[config.mk]
export PLATFORM = sky130hd
export DESIGN_NAME = shell_token_lexer_core_flat
export DESIGN_NICKNAME = d
export VERILOG_FILES = /design/src/hdl/stl_pkg.sv /design/src/hdl/stl_if.sv /design/src/hdl/stl_lexer.sv /design/src/hdl/stl_emit.sv /design/src/hdl/shell_token_lexer_core.sv /design/src/flat_wrapper.sv
export SDC_FILE = /design/constraint.sdc
export NUM_CORES = 1
export LEC_CHECK = 0
export ABC_AREA = 1
export BUFFER_PORTS_ARGS = -buffer_cell sky130_fd_sc_hd__buf_2
export CORE_UTILIZATION = 45
export CTS_CLUSTER_DIAMETER = 100
export DETAILED_ROUTE_END_ITERATION = 6
export PLACE_DENSITY = 0.64
export SETUP_SLACK_MARGIN = 0.02
export SLEW_MARGIN = 20
export SYNTH_ARGS = -nofsm -noshare
export SYNTH_HDL_FRONTEND = slang
export SYNTH_SLANG_ARGS = --single-unit
[constraint.sdc]
create_clock -name clk -period 10.5 [get_ports clk]
set_clock_uncertainty 0.1 [all_clocks]
set_input_delay 2.1 -clock clk [delete_from_list [all_inputs] [get_ports clk]]
set_output_delay 2.1 -clock clk [all_outputs]
set_load 0.01 [all_outputs]
[src/hdl/stl_pkg.sv]
// Shared types and constants for the shell token lexer.
// Used by the lexer step, the result emitter and the top level.
package stl_pkg;

  localparam int MAX_RES = 4;
  localparam int IDX_W   = $clog2(MAX_RES);
  localparam int CNT_W   = $clog2(MAX_RES + 1);

  localparam logic [1:0] KIND_WORD  = 2'd0;
  localparam logic [1:0] KIND_REDIR = 2'd1;
  localparam logic [1:0] KIND_PIPE  = 2'd2;

  localparam logic [7:0] CH_NUL   = 8'h00;
  localparam logic [7:0] CH_TAB   = 8'h09;
  localparam logic [7:0] CH_CR    = 8'h0D;
  localparam logic [7:0] CH_SPACE = 8'h20;
  localparam logic [7:0] CH_QUOTE = 8'h22;
  localparam logic [7:0] CH_ZERO  = 8'h30;
  localparam logic [7:0] CH_NINE  = 8'h39;
  localparam logic [7:0] CH_GT    = 8'h3E;
  localparam logic [7:0] CH_PIPE  = 8'h7C;

  // One result: a token character or an end marker.
  typedef struct packed {
    logic [1:0] kind;
    logic [7:0] ch;
    logic       tok_end;
  } res_t;

  // All results caused by one input byte, entry 0 first.
  typedef struct packed {
    res_t [MAX_RES-1:0] ent;
    logic [CNT_W-1:0]   cnt;
  } res_list_t;

endpackage

[src/hdl/stl_if.sv]
// Valid/ready channel interfaces for the lexer byte input and result output.
// Stand-alone; no package dependency.
interface stl_in_if;
  logic       valid;
  logic       ready;
  logic [7:0] in_byte;
  logic       is_final;

  modport source (output valid, output in_byte, output is_final, input ready);
  modport sink   (input valid, input in_byte, input is_final, output ready);
endinterface

interface stl_out_if;
  logic       valid;
  logic       ready;
  logic [1:0] token_kind;
  logic [7:0] out_char;
  logic       is_token_end;
  logic       run_last;

  modport source (output valid, output token_kind, output out_char,
                  output is_token_end, output run_last, input ready);
  modport sink   (input valid, input token_kind, input out_char,
                  input is_token_end, input run_last, output ready);
endinterface

[src/hdl/stl_lexer.sv]
// Lexer state and per-byte step logic: produces the result list of one byte.
// Depends on stl_pkg.
module stl_lexer import stl_pkg::*; (
  input  logic       clk,
  input  logic       rst_n,
  input  logic       in_fire,
  input  logic [7:0] in_byte,
  input  logic       is_final,
  output res_list_t  lst
);

  typedef enum logic [2:0] {
    M_IDLE  = 3'd0,
    M_DIGIT = 3'd1,
    M_REDIR = 3'd2,
    M_WORD  = 3'd3,
    M_QUOTE = 3'd4,
    M_DEAD  = 3'd5
  } lex_mode_t;

  typedef struct packed {
    res_list_t  lst;
    lex_mode_t  mode;
    logic [7:0] digit;
  } step_t;

  lex_mode_t  mode_r, mode_nxt;
  logic [7:0] digit_r, digit_nxt;
  step_t      st;

  function automatic logic is_ws(logic [7:0] b);
    return (b >= CH_TAB && b <= CH_CR) || b == CH_SPACE;
  endfunction

  function automatic step_t push(step_t s, logic [1:0] k, logic [7:0] c, logic e);
    step_t r;
    r = s;
    if (s.lst.cnt < CNT_W'(MAX_RES)) begin
      r.lst.ent[s.lst.cnt[IDX_W-1:0]].kind    = k;
      r.lst.ent[s.lst.cnt[IDX_W-1:0]].ch      = e ? CH_NUL : c;
      r.lst.ent[s.lst.cnt[IDX_W-1:0]].tok_end = e;
      r.lst.cnt = s.lst.cnt + CNT_W'(1);
    end
    return r;
  endfunction

  function automatic step_t start_token(step_t s, logic [7:0] b);
    step_t r;
    r = s;
    if (is_ws(b)) begin
      r.mode = M_IDLE;
    end else if (b == CH_NUL) begin
      r.mode = M_DEAD;
    end else if (b >= CH_ZERO && b <= CH_NINE) begin
      r.digit = b;
      r.mode  = M_DIGIT;
    end else if (b == CH_GT) begin
      r      = push(r, KIND_REDIR, b, 1'b0);
      r.mode = M_REDIR;
    end else if (b == CH_PIPE) begin
      r      = push(r, KIND_PIPE, b, 1'b0);
      r      = push(r, KIND_PIPE, CH_NUL, 1'b1);
      r.mode = M_IDLE;
    end else if (b == CH_QUOTE) begin
      r.mode = M_QUOTE;
    end else begin
      r      = push(r, KIND_WORD, b, 1'b0);
      r.mode = M_WORD;
    end
    return r;
  endfunction

  function automatic step_t word_byte(step_t s, logic [7:0] b);
    step_t r;
    r = s;
    if (is_ws(b)) begin
      r      = push(r, KIND_WORD, CH_NUL, 1'b1);
      r.mode = M_IDLE;
    end else if (b == CH_NUL) begin
      r      = push(r, KIND_WORD, CH_NUL, 1'b1);
      r.mode = M_DEAD;
    end else if (b == CH_GT || b == CH_PIPE) begin
      r = push(r, KIND_WORD, CH_NUL, 1'b1);
      r = start_token(r, b);
    end else begin
      r      = push(r, KIND_WORD, b, 1'b0);
      r.mode = M_WORD;
    end
    return r;
  endfunction

  function automatic step_t close_open(step_t s);
    step_t r;
    r = s;
    case (s.mode)
      M_DIGIT: begin
        r = push(r, KIND_WORD, s.digit, 1'b0);
        r = push(r, KIND_WORD, CH_NUL, 1'b1);
      end
      M_REDIR: r = push(r, KIND_REDIR, CH_NUL, 1'b1);
      M_WORD, M_QUOTE: r = push(r, KIND_WORD, CH_NUL, 1'b1);
      default: ;
    endcase
    r.mode = M_IDLE;
    return r;
  endfunction

  always_comb begin
    st = '{lst: '0, mode: mode_r, digit: digit_r};
    unique case (mode_r)
      M_DEAD: ;
      M_DIGIT: begin
        if (in_byte == CH_GT) begin
          st      = push(st, KIND_REDIR, digit_r, 1'b0);
          st      = push(st, KIND_REDIR, in_byte, 1'b0);
          st.mode = M_REDIR;
        end else begin
          st = push(st, KIND_WORD, digit_r, 1'b0);
          st = word_byte(st, in_byte);
        end
      end
      M_REDIR: begin
        if (in_byte == CH_GT) begin
          st      = push(st, KIND_REDIR, in_byte, 1'b0);
          st      = push(st, KIND_REDIR, CH_NUL, 1'b1);
          st.mode = M_IDLE;
        end else begin
          st = push(st, KIND_REDIR, CH_NUL, 1'b1);
          st = start_token(st, in_byte);
        end
      end
      M_WORD: st = word_byte(st, in_byte);
      M_QUOTE: begin
        if (in_byte == CH_QUOTE) begin
          st      = push(st, KIND_WORD, CH_NUL, 1'b1);
          st.mode = M_IDLE;
        end else if (in_byte == CH_NUL) begin
          st      = push(st, KIND_WORD, CH_NUL, 1'b1);
          st.mode = M_DEAD;
        end else begin
          st = push(st, KIND_WORD, in_byte, 1'b0);
        end
      end
      default: st = start_token(st, in_byte);
    endcase
    if (is_final) begin
      st = close_open(st);
    end
    lst       = st.lst;
    mode_nxt  = st.mode;
    digit_nxt = st.digit;
  end

  always_ff @(posedge clk) begin
    if (!rst_n) begin
      mode_r  <= M_IDLE;
      digit_r <= 8'h00;
    end else if (in_fire) begin
      mode_r  <= mode_nxt;
      digit_r <= digit_nxt;
    end
  end

`ifndef SYNTHESIS
  a_cnt_range: assert property (@(posedge clk) disable iff (!rst_n)
    lst.cnt <= CNT_W'(MAX_RES))
    else $error("lexer result count out of range");
  a_mode_hold: assert property (@(posedge clk) disable iff (!rst_n)
    !in_fire |=> $stable(mode_r) && $stable(digit_r))
    else $error("lexer state moved without a beat");
  a_final_idle: assert property (@(posedge clk) disable iff (!rst_n)
    in_fire && is_final |=> mode_r == M_IDLE)
    else $error("lexer not idle after final byte");
`endif

endmodule

[src/hdl/stl_emit.sv]
// Result buffer: holds the results of one byte and hands them out one per beat.
// Depends on stl_pkg and stl_out_if.
module stl_emit import stl_pkg::*; (
  input  logic      clk,
  input  logic      rst_n,
  input  logic      load,
  input  res_list_t lst,
  output logic      can_load,
  stl_out_if.source out_chan
);

  res_t [MAX_RES-1:0] ent_r, ent_nxt;
  logic [CNT_W-1:0]   cnt_r, cnt_nxt;
  logic               pop;

  assign pop      = (cnt_r != '0) && out_chan.ready;
  // Free for a new byte when empty, or once the last pending result leaves this cycle.
  assign can_load = (cnt_r == '0) || (cnt_r == CNT_W'(1) && out_chan.ready);

  always_comb begin
    ent_nxt = ent_r;
    cnt_nxt = cnt_r;
    if (load && lst.cnt != '0) begin
      ent_nxt = lst.ent;
      cnt_nxt = lst.cnt;
    end else if (pop) begin
      for (int i = 0; i < MAX_RES - 1; i++) begin
        ent_nxt[i] = ent_r[i+1];
      end
      cnt_nxt = cnt_r - CNT_W'(1);
    end
  end

  always_ff @(posedge clk) begin
    if (!rst_n) begin
      cnt_r <= '0;
    end else begin
      cnt_r <= cnt_nxt;
    end
  end

  always_ff @(posedge clk) begin
    ent_r <= ent_nxt;
  end

  assign out_chan.valid        = cnt_r != '0;
  assign out_chan.token_kind   = ent_r[0].kind;
  assign out_chan.out_char     = ent_r[0].ch;
  assign out_chan.is_token_end = ent_r[0].tok_end;
  assign out_chan.run_last     = cnt_r == CNT_W'(1);

`ifndef SYNTHESIS
  a_load_free: assert property (@(posedge clk) disable iff (!rst_n)
    load && lst.cnt != '0 |-> cnt_r == '0 || (cnt_r == CNT_W'(1) && pop))
    else $error("result buffer overwritten");
  a_cnt_max: assert property (@(posedge clk) disable iff (!rst_n)
    cnt_r <= CNT_W'(MAX_RES))
    else $error("result buffer count out of range");
  a_drain: assert property (@(posedge clk) disable iff (!rst_n)
    pop && cnt_r > CNT_W'(1) |=> cnt_r == $past(cnt_r) - CNT_W'(1))
    else $error("result buffer count not decremented on pop");
`endif

endmodule

[src/hdl/shell_token_lexer_core.sv]
// Shell token lexer top level: byte channel in, token result channel out.
// Latency: first result of a byte is presented the cycle after its beat.
// Throughput: one byte per cycle while each byte yields at most one result and the output is ready;
// a byte yielding n results holds the output buffer for n result beats.
// Reset (synchronous, rst_n low): lexer idle, held digit zero, buffer empty.
// Depends on stl_pkg, stl_if, stl_lexer and stl_emit.
module shell_token_lexer_core import stl_pkg::*; (
  input  logic      clk,
  input  logic      rst_n,
  stl_in_if.sink    in_chan,
  stl_out_if.source out_chan
);

  res_list_t lst;
  logic      in_fire;
  logic      can_load;

  assign in_chan.ready = can_load;
  assign in_fire       = in_chan.valid && can_load;

  stl_lexer u_lexer (
    .clk      (clk),
    .rst_n    (rst_n),
    .in_fire  (in_fire),
    .in_byte  (in_chan.in_byte),
    .is_final (in_chan.is_final),
    .lst      (lst)
  );

  stl_emit u_emit (
    .clk      (clk),
    .rst_n    (rst_n),
    .load     (in_fire),
    .lst      (lst),
    .can_load (can_load),
    .out_chan (out_chan)
  );

endmodule
[src/flat_wrapper.sv]
// flat-port wrapper written by rule: the top's interface ports become plain ports
module shell_token_lexer_core_flat import stl_pkg::*;
  (clk, rst_n, in_chan_valid, in_chan_in_byte, in_chan_is_final, in_chan_ready, out_chan_valid, out_chan_token_kind, out_chan_out_char, out_chan_is_token_end, out_chan_run_last, out_chan_ready);
  stl_in_if in_chan_i ();
  stl_out_if out_chan_i ();
  input  logic clk;
  input  logic rst_n;
  input wire logic [$bits(in_chan_i.valid)-1:0] in_chan_valid;
  input wire logic [$bits(in_chan_i.in_byte)-1:0] in_chan_in_byte;
  input wire logic [$bits(in_chan_i.is_final)-1:0] in_chan_is_final;
  output wire logic [$bits(in_chan_i.ready)-1:0] in_chan_ready;
  output wire logic [$bits(out_chan_i.valid)-1:0] out_chan_valid;
  output wire logic [$bits(out_chan_i.token_kind)-1:0] out_chan_token_kind;
  output wire logic [$bits(out_chan_i.out_char)-1:0] out_chan_out_char;
  output wire logic [$bits(out_chan_i.is_token_end)-1:0] out_chan_is_token_end;
  output wire logic [$bits(out_chan_i.run_last)-1:0] out_chan_run_last;
  input wire logic [$bits(out_chan_i.ready)-1:0] out_chan_ready;
  assign in_chan_i.valid = in_chan_valid;
  assign in_chan_i.in_byte = in_chan_in_byte;
  assign in_chan_i.is_final = in_chan_is_final;
  assign in_chan_ready = in_chan_i.ready;
  assign out_chan_valid = out_chan_i.valid;
  assign out_chan_token_kind = out_chan_i.token_kind;
  assign out_chan_out_char = out_chan_i.out_char;
  assign out_chan_is_token_end = out_chan_i.is_token_end;
  assign out_chan_run_last = out_chan_i.run_last;
  assign out_chan_i.ready = out_chan_ready;
  shell_token_lexer_core u_core (.clk(clk), .rst_n(rst_n), .in_chan(in_chan_i), .out_chan(out_chan_i));
endmodule
==> results.json, run 1 <==
{
  "cts.htree.levels": 3,
  "start_util": 0.466,
  "cts_buffers": 9,
  "tightest_slew_ps": 1020,
  "synth_cell_types": 49,
  "crit_top_cell": "nand2_1",
  "synth_edf_count": 44,
  "place_ws_ps": 4410,
  "wl_per_cell_um": 16.8,
  "row_count": 36,
  "fin_crit_ps": 5790,
  "dieHeight_um": 103,
  "power_density_nw_per_um2": 300,
  "drc": 0,
  "antenna_found_initial": 0,
  "status": "completed",
  "num_antenna_cells": 0,
  "synth_cells": 645,
  "dieArea_um2": 10600,
  "maxCapViolCount": 0,
  "synth_ff_type": "edfxtp_1",
  "p_leak_nw": 2.10,
  "grt_pass1_wl_um": 21100,
  "syn_to_final_growth_pct": 7.00,
  "clk_pin_slew_ps": 70,
  "end_kind": "flop",
  "finalWorstSetupSlack_ps": 4710,
  "worstSkewPairLatency_ps": 360,
  "min_period_over_period": 0.551,
  "r2r-end": "u_core.u_emit.ent_r[14]",
  "crit_arrival_ps": 5760,
  "max_freq_mhz": 173,
  "cts_tree": "built",
  "start_kind": "primary input",
  "slew_headroom": 0.317,
  "root_buffer": "clkbuf_8",
  "portBuffers": 26,
  "path_cells": "buf_2 -> nor2_1 -> nand2_1 -> a21oi_4 -> nor2_2 -> nand3_1 -> nand2_1 -> nand3_1 -> nand2_1 -> ha_1 -> nand2_1 -> inv_1 -> ha_1 -> o2111ai_1 -> nand2_1 -> nor2_2 -> nand3_2 -> nand2_2 -> buf_4 -> o21ai_0",
  "cts_setup_buffers": 0,
  "rsz0062_at_grt": "no",
  "min_to": "u_core.u_emit.ent_r[28]",
  "hold_depth": 2,
  "reg2reg_setup_slack_ps": 5670,
  "netlist_area_um2": 4570,
  "avgSynthCellArea_um2": 7.09,
  "worst_path_largest_cell_delay_ps": 510,
  "drtIter0Drc": 388,
  "hold_buffers": 0,
  "via_count": 4400,
  "vias_per_cell": 5.55,
  "num_io_pins": 27,
  "grt_pass1_vias": 4049,
  "clockBufferDepth": 2,
  "slew_violations": 0,
  "slowest_stage": "buf_4",
  "grt_util_all_layers": 0.271,
  "drive_above_1_share": 0.150,
  "clock-sinks": 58,
  "hold_viol": 0,
  "synth-seq-cells": 58,
  "grt_overflow": 0,
  "critPathKind": "in -> reg",
  "ant_nets": 0,
  "postRouteWirelength_um": 13300,
  "hpwl_um": 10100,
  "ys_async_sr_fraction": 0,
  "hold_path.class": "reg -> reg",
  "nets": 679,
  "crit_path_max_fanout": 64,
  "crit_required_ps": 10470,
  "cts_resized": 0,
  "setup-violations-final": 0,
  "routabilityCongestion": 1.03,
  "worst_r2r_path_depth": 18,
  "yosys_warnings": 0,
  "ir_drop_mv": 0.214,
  "first_pass_iters": 6,
  "die_w_um": 103,
  "ys_seq_area_frac": 0.350,
  "tns_ps": 0,
  "grt_max_degree": 65,
  "r2r-start": "u_core.u_lexer.mode_r[1]",
  "worstHoldStart": "u_core.u_emit.ent_r[39]",
  "core_um2": 9820
}
[final cells by class]
type                            count  area (um^2)
Clock buffer                        9          124
Multi-Input combinational cell    477         2460
Sequential cell                    58         1600
Inverter                           81          304
Timing Repair Buffer               28          145
Fill cell                        1059         4920
Tap cell                          133          166
Clock inverter                      7         93.8
[Yosys cell counts (2+ instances only)]
| library cell | instances | area share |
|---|---|---|
| nand2_1 | 161 | 0.13 |
| nor2_1 | 77 | 0.063 |
| inv_1 | 63 | 0.052 |
| o21ai_0 | 57 | 0.062 |
| edfxtp_1 | 44 | 0.29 |
| a21oi_1 | 36 | 0.039 |
| nand3_1 | 27 | 0.030 |
| buf_4 | 17 | 0.028 |
| inv_2 | 15 | 0.012 |
| dfxtp_1 | 14 | 0.061 |
| ha_1 | 11 | 0.030 |
| o21ai_1 | 11 | 0.012 |
| nor3_1 | 10 | 0.011 |
| nand4_1 | 9 | 0.012 |
| nand2_2 | 8 | 0.011 |
| nor2_2 | 8 | 0.011 |
| clkbuf_1 | 7 | 0.0057 |
| o22ai_1 | 7 | 0.0096 |
| a21oi_2 | 5 | 0.0096 |
| o2111ai_1 | 5 | 0.0096 |
| o31ai_2 | 5 | 0.014 |
| nand2_4 | 4 | 0.0098 |
| buf_6 | 3 | 0.0074 |
| clkinv_1 | 3 | 0.0025 |
| nor2_4 | 3 | 0.0074 |
| o31ai_1 | 3 | 0.0049 |
| a211oi_1 | 2 | 0.0033 |
| a31oi_1 | 2 | 0.0027 |
| a32o_1 | 2 | 0.0044 |
| buf_2 | 2 | 0.0022 |
| nand3_2 | 2 | 0.0044 |
| nand3b_1 | 2 | 0.0033 |
| nor4_1 | 2 | 0.0027 |
| o221ai_1 | 2 | 0.0038 |
| o311ai_0 | 2 | 0.0038 |
[flip-flops by register name, indices dropped and copies added (netlist names)]
name / cells
u_core.u_emit.out_chan.out_char: 8
u_core.u_emit.out_chan.is_token_end: 1
u_core.u_emit.cnt_r: 3
u_core.u_emit.ent_r: 33
u_core.u_emit.out_chan.token_kind: 2
u_core.u_lexer.mode_r: 3
u_core.u_lexer.digit_r: 8
[through the flow]
step                       util  hold WS [ps]  std cells  area [um^2]  power, mW
after floorplan               -           324        646         4580       1.06
after global placement    0.476           403        777         4680       1.23
after detailed placement  0.476           406        777         4680       1.23
after CTS                 0.498           426        793         4890       1.46
after global routing      0.498           450        793         4890       1.59
final                     0.498           419        793         4890       1.47
[power by group]
part	switching, mW	internal (mW)	leakage, nW	total [mW]
Clock	0.0977	0.133	0.105	0.231
Sequential	0.0386	0.407	0.543	0.446
Combinational	0.556	0.234	1.45	0.789
[worst max-delay path: cells and delay by family]
family	cells	cell delay [ps]
simple gates	12	1530
compound gates	3	830
buf+inv	3	720
fa+ha+maj	2	550
[cell families (layout without fill, tap and decap cells)]
group / count (synthesis) / after routing / synth area share
other cells: 1 / 2 / 0.000820
fa+ha+maj: 11 / 11 / 0.0301
compound gates: 146 / 146 / 0.193
buf+inv: 111 / 125 / 0.113
flops: 58 / 58 / 0.350
xor+xnor: 1 / 1 / 0.00192
simple gates: 317 / 317 / 0.311
[cell usage in the layout, fill, tap and decap left out, types with 4 or more instances in the layout]
master     instances
o21ai_1           11
edfxtp_1          44
nand2_4            4
o22ai_1            7
ha_1              11
o21ai_0           57
nand3_1           27
inv_1             63
nor3_1            10
a21oi_1           36
clkbuf_8           9
buf_2             26
a21oi_2            5
o2111ai_1          5
nand4_1            9
dfxtp_1           14
nand2_1          161
nand2_2            8
o31ai_2            5
inv_2             15
nor2_1            77
nor2_2             8
[how the worst max path moves through the flow]
stage | start | endpoint | depth (start not counted)
final | in_chan_in_byte[7] | u_core.u_emit.ent_r[14] | 20
after global routing | in_chan_in_byte[7] | u_core.u_emit.out_chan.out_char[3] | 20
after CTS | in_chan_in_byte[7] | u_core.u_emit.ent_r[14] | 20
after detailed placement | in_chan_in_byte[7] | u_core.u_emit.ent_r[14] | 20
after global placement | in_chan_in_byte[7] | u_core.u_emit.out_chan.out_char[3] | 20
after floorplan | in_chan_in_byte[7] | u_core.u_emit.ent_r[11] | 20
[layer usage]
metal,track usage,wire (um),up-vias
li1,-,-,2174
met1,0.360,6060,2023
met2,0.418,5770,176
met3,0.0624,997,27
met4,0.129,472,0
met5,0,0,-
Power figures use the tool's default switching activity.
==> run 2: changes to the inputs <==
--- a/config.mk
+++ b/config.mk
@@ -10,7 +10,7 @@
 export CORE_UTILIZATION = 45
 export CTS_CLUSTER_DIAMETER = 100
 export DETAILED_ROUTE_END_ITERATION = 6
-export PLACE_DENSITY = 0.64
+export PLACE_DENSITY = 0.66
 export SETUP_SLACK_MARGIN = 0.02
 export SLEW_MARGIN = 20
 export SYNTH_ARGS = -nofsm -noshare
==> constraint.sdc (replaced) <==
create_clock -name clk -period 4.8 [get_ports clk]
set_clock_uncertainty 0.1 [all_clocks]
set_input_delay 0.96 -clock clk [delete_from_list [all_inputs] [get_ports clk]]
set_output_delay 0.96 -clock clk [all_outputs]
set_load 0.01 [all_outputs]
==> run 2 against run 1 <==
  * Sequential share of layout area down 0.31 points
  * Worst setup slack got worse by 4100 ps
  * Final cell count increased by 1.5%
  * Combinational power rose by 130%
  * Largest cell class unchanged
==> results.json, run 2 (same netlist as run 1, synthesis figures left out) <==
{
  "status": "completed",
  "p_leak_nw": 2.13,
  "crit_top_cell": "nand2_1",
  "crit_required_ps": 4790,
  "syn_to_final_growth_pct": 8.01,
  "power_density_nw_per_um2": 639,
  "max_freq_mhz": 237,
  "setup-violations-final": 0,
  "cts_resized": 0,
  "start_kind": "primary input",
  "grt_overflow": 0,
  "vias_per_cell": 5.57,
  "slew_violations": 0,
  "grt_util_all_layers": 0.276,
  "critPathKind": "in -> reg",
  "dieHeight_um": 103,
  "wl_per_cell_um": 16.9,
  "worstSkewPairLatency_ps": 350,
  "ff_latch_area_um2": 1600,
  "row_count": 36,
  "hold_viol": 0,
  "multi_input_area_um2": 2460,
  "via_count": 4480,
  "tns_ps": 0,
  "fin_crit_ps": 4220,
  "maxCapViolCount": 0,
  "antenna_found_initial": 0,
  "min_period_over_period": 0.878,
  "crit_path_max_fanout": 58,
  "die_w_um": 103,
  "core_um2": 9820,
  "slowest_stage": "ha_1",
  "crit_arrival_ps": 4200,
  "clk_pin_slew_ps": 70,
  "dieArea_um2": 10600,
  "fillers": 1019,
  "largest-register": "u_core.u_emit.ent_r",
  "grt_pass1_wl_um": 21400,
  "drtIter0Drc": 355,
  "hold_buffers": 0,
  "critPathTopFamily": "simple AND/OR/NAND/NOR gates",
  "cts_buffers": 9,
  "end_kind": "flop",
  "cts_tree": "built",
  "rsz0062_at_grt": "no",
  "post_dp_cell_area_um2": 4780,
  "worst_path_largest_cell_delay_ps": 270,
  "hold_path.class": "reg -> reg",
  "layout_common_cells": "161 x nand2_1, 77 x nor2_1, 63 x inv_1, 57 x o21ai_0, 44 x edfxtp_1",
  "slew_headroom": 0.406,
  "drc": 0,
  "postRouteWirelength_um": 13600,
  "num_antenna_cells": 0,
  "first_pass_iters": 6,
  "final_common_cell": "nand2_1",
  "drive_above_1_share": 0.162,
  "cts.htree.levels": 3,
  "clock-sinks": 58,
  "whs_ps": 422,
  "critPathBufInv": 4,
  "nets": 691,
  "hpwl_um": 10400,
  "portBuffers": 26,
  "largest_reg_flops": 33,
  "grt_pass1_vias": 4008,
  "num_io_pins": 27,
  "tightest_slew_ps": 879,
  "root_buffer": "clkbuf_8",
  "routabilityCongestion": 0.981,
  "start_util": 0.466,
  "cts_setup_buffers": 0,
  "ant_nets": 0,
  "clockBufferDepth": 2,
  "grt_max_degree": 59,
  "path_cells": "buf_2 -> nand2_1 -> clkinv_1 -> nand2_1 -> a21oi_4 -> nor2_2 -> nand3_1 -> nand2_1 -> nand3_1 -> nand2_1 -> ha_1 -> nand2_1 -> inv_1 -> ha_1 -> o2111ai_1 -> nand2_1 -> nor2_2 -> nand3_2 -> nand2_2 -> buf_12 -> o21ai_0",
  "final_util": 0.503,
  "stdcell_area_um2": 4940,
  "ir_drop_mv": 0.423
}
[run 2: cell count changes in the layout (fill, tap and decap cells not counted)]
cell       change
bufinv_16      -2
clkinv_4       -1
buf_4         +11
clkinv_1       +1
clkinv_2       +1
clkbuf_1       +1
buf_12         +1
[run 2: path summary, 6_finish.rpt]
path	cells past startpoint	slack (ps)	from	to
max	21	580	in_chan_in_byte[5]	u_core.u_emit.out_chan.out_char[5]
min	2	420	u_core.u_emit.ent_r[22]	u_core.u_emit.ent_r[11]
max reg2reg	19	730	u_core.u_lexer.mode_r[1]	u_core.u_emit.out_chan.out_char[5]
min reg2reg	2	420	u_core.u_emit.ent_r[22]	u_core.u_emit.ent_r[11]
[run 2: stage by stage]
step / total power [mW] / setup slack, ps / cells
2_1_floorplan: 2.32 / 641 / 646
3_3_place_gp: 2.74 / 281 / 789
3_5_place_dp: 2.76 / 289 / 789
4_1_cts: 3.14 / 645 / 805
5_1_grt: 3.42 / 165 / 805
6_report: 3.16 / 584 / 805
[run 2: layout make-up]
class | count | area share
clock buffer | 10 | 0.0258
inverter | 81 | 0.0615
sequential | 58 | 0.324
multi-input combinational | 477 | 0.498
clock inverter | 6 | 0.00684
timing repair buffer | 40 | 0.0501
tap | 133 | 0.0337
[run 2: worst min-delay path: cells and delay by family, from the launching register on]
family | cells | cell delay (ps)
flip-flops | 1 | 320
AND/OR/NAND/NOR | 2 | 100
[run 2: power by group]
part / internal, mW / total [mW] / switching (mW)
clock: 0.182 / 0.381 / 0.199
combinational: 0.553 / 1.80 / 1.25
sequential: 0.891 / 0.974 / 0.0830
total: 1.63 / 3.16 / 1.53
[run 2: routing by layer]
metal	global-route usage	routed length (um)	up-vias
li1	-	-	2197
met1	0.380	6170	2053
met2	0.438	6130	209
met3	0.0447	961	21
met4	0.0975	308	0
met5	0	0	-
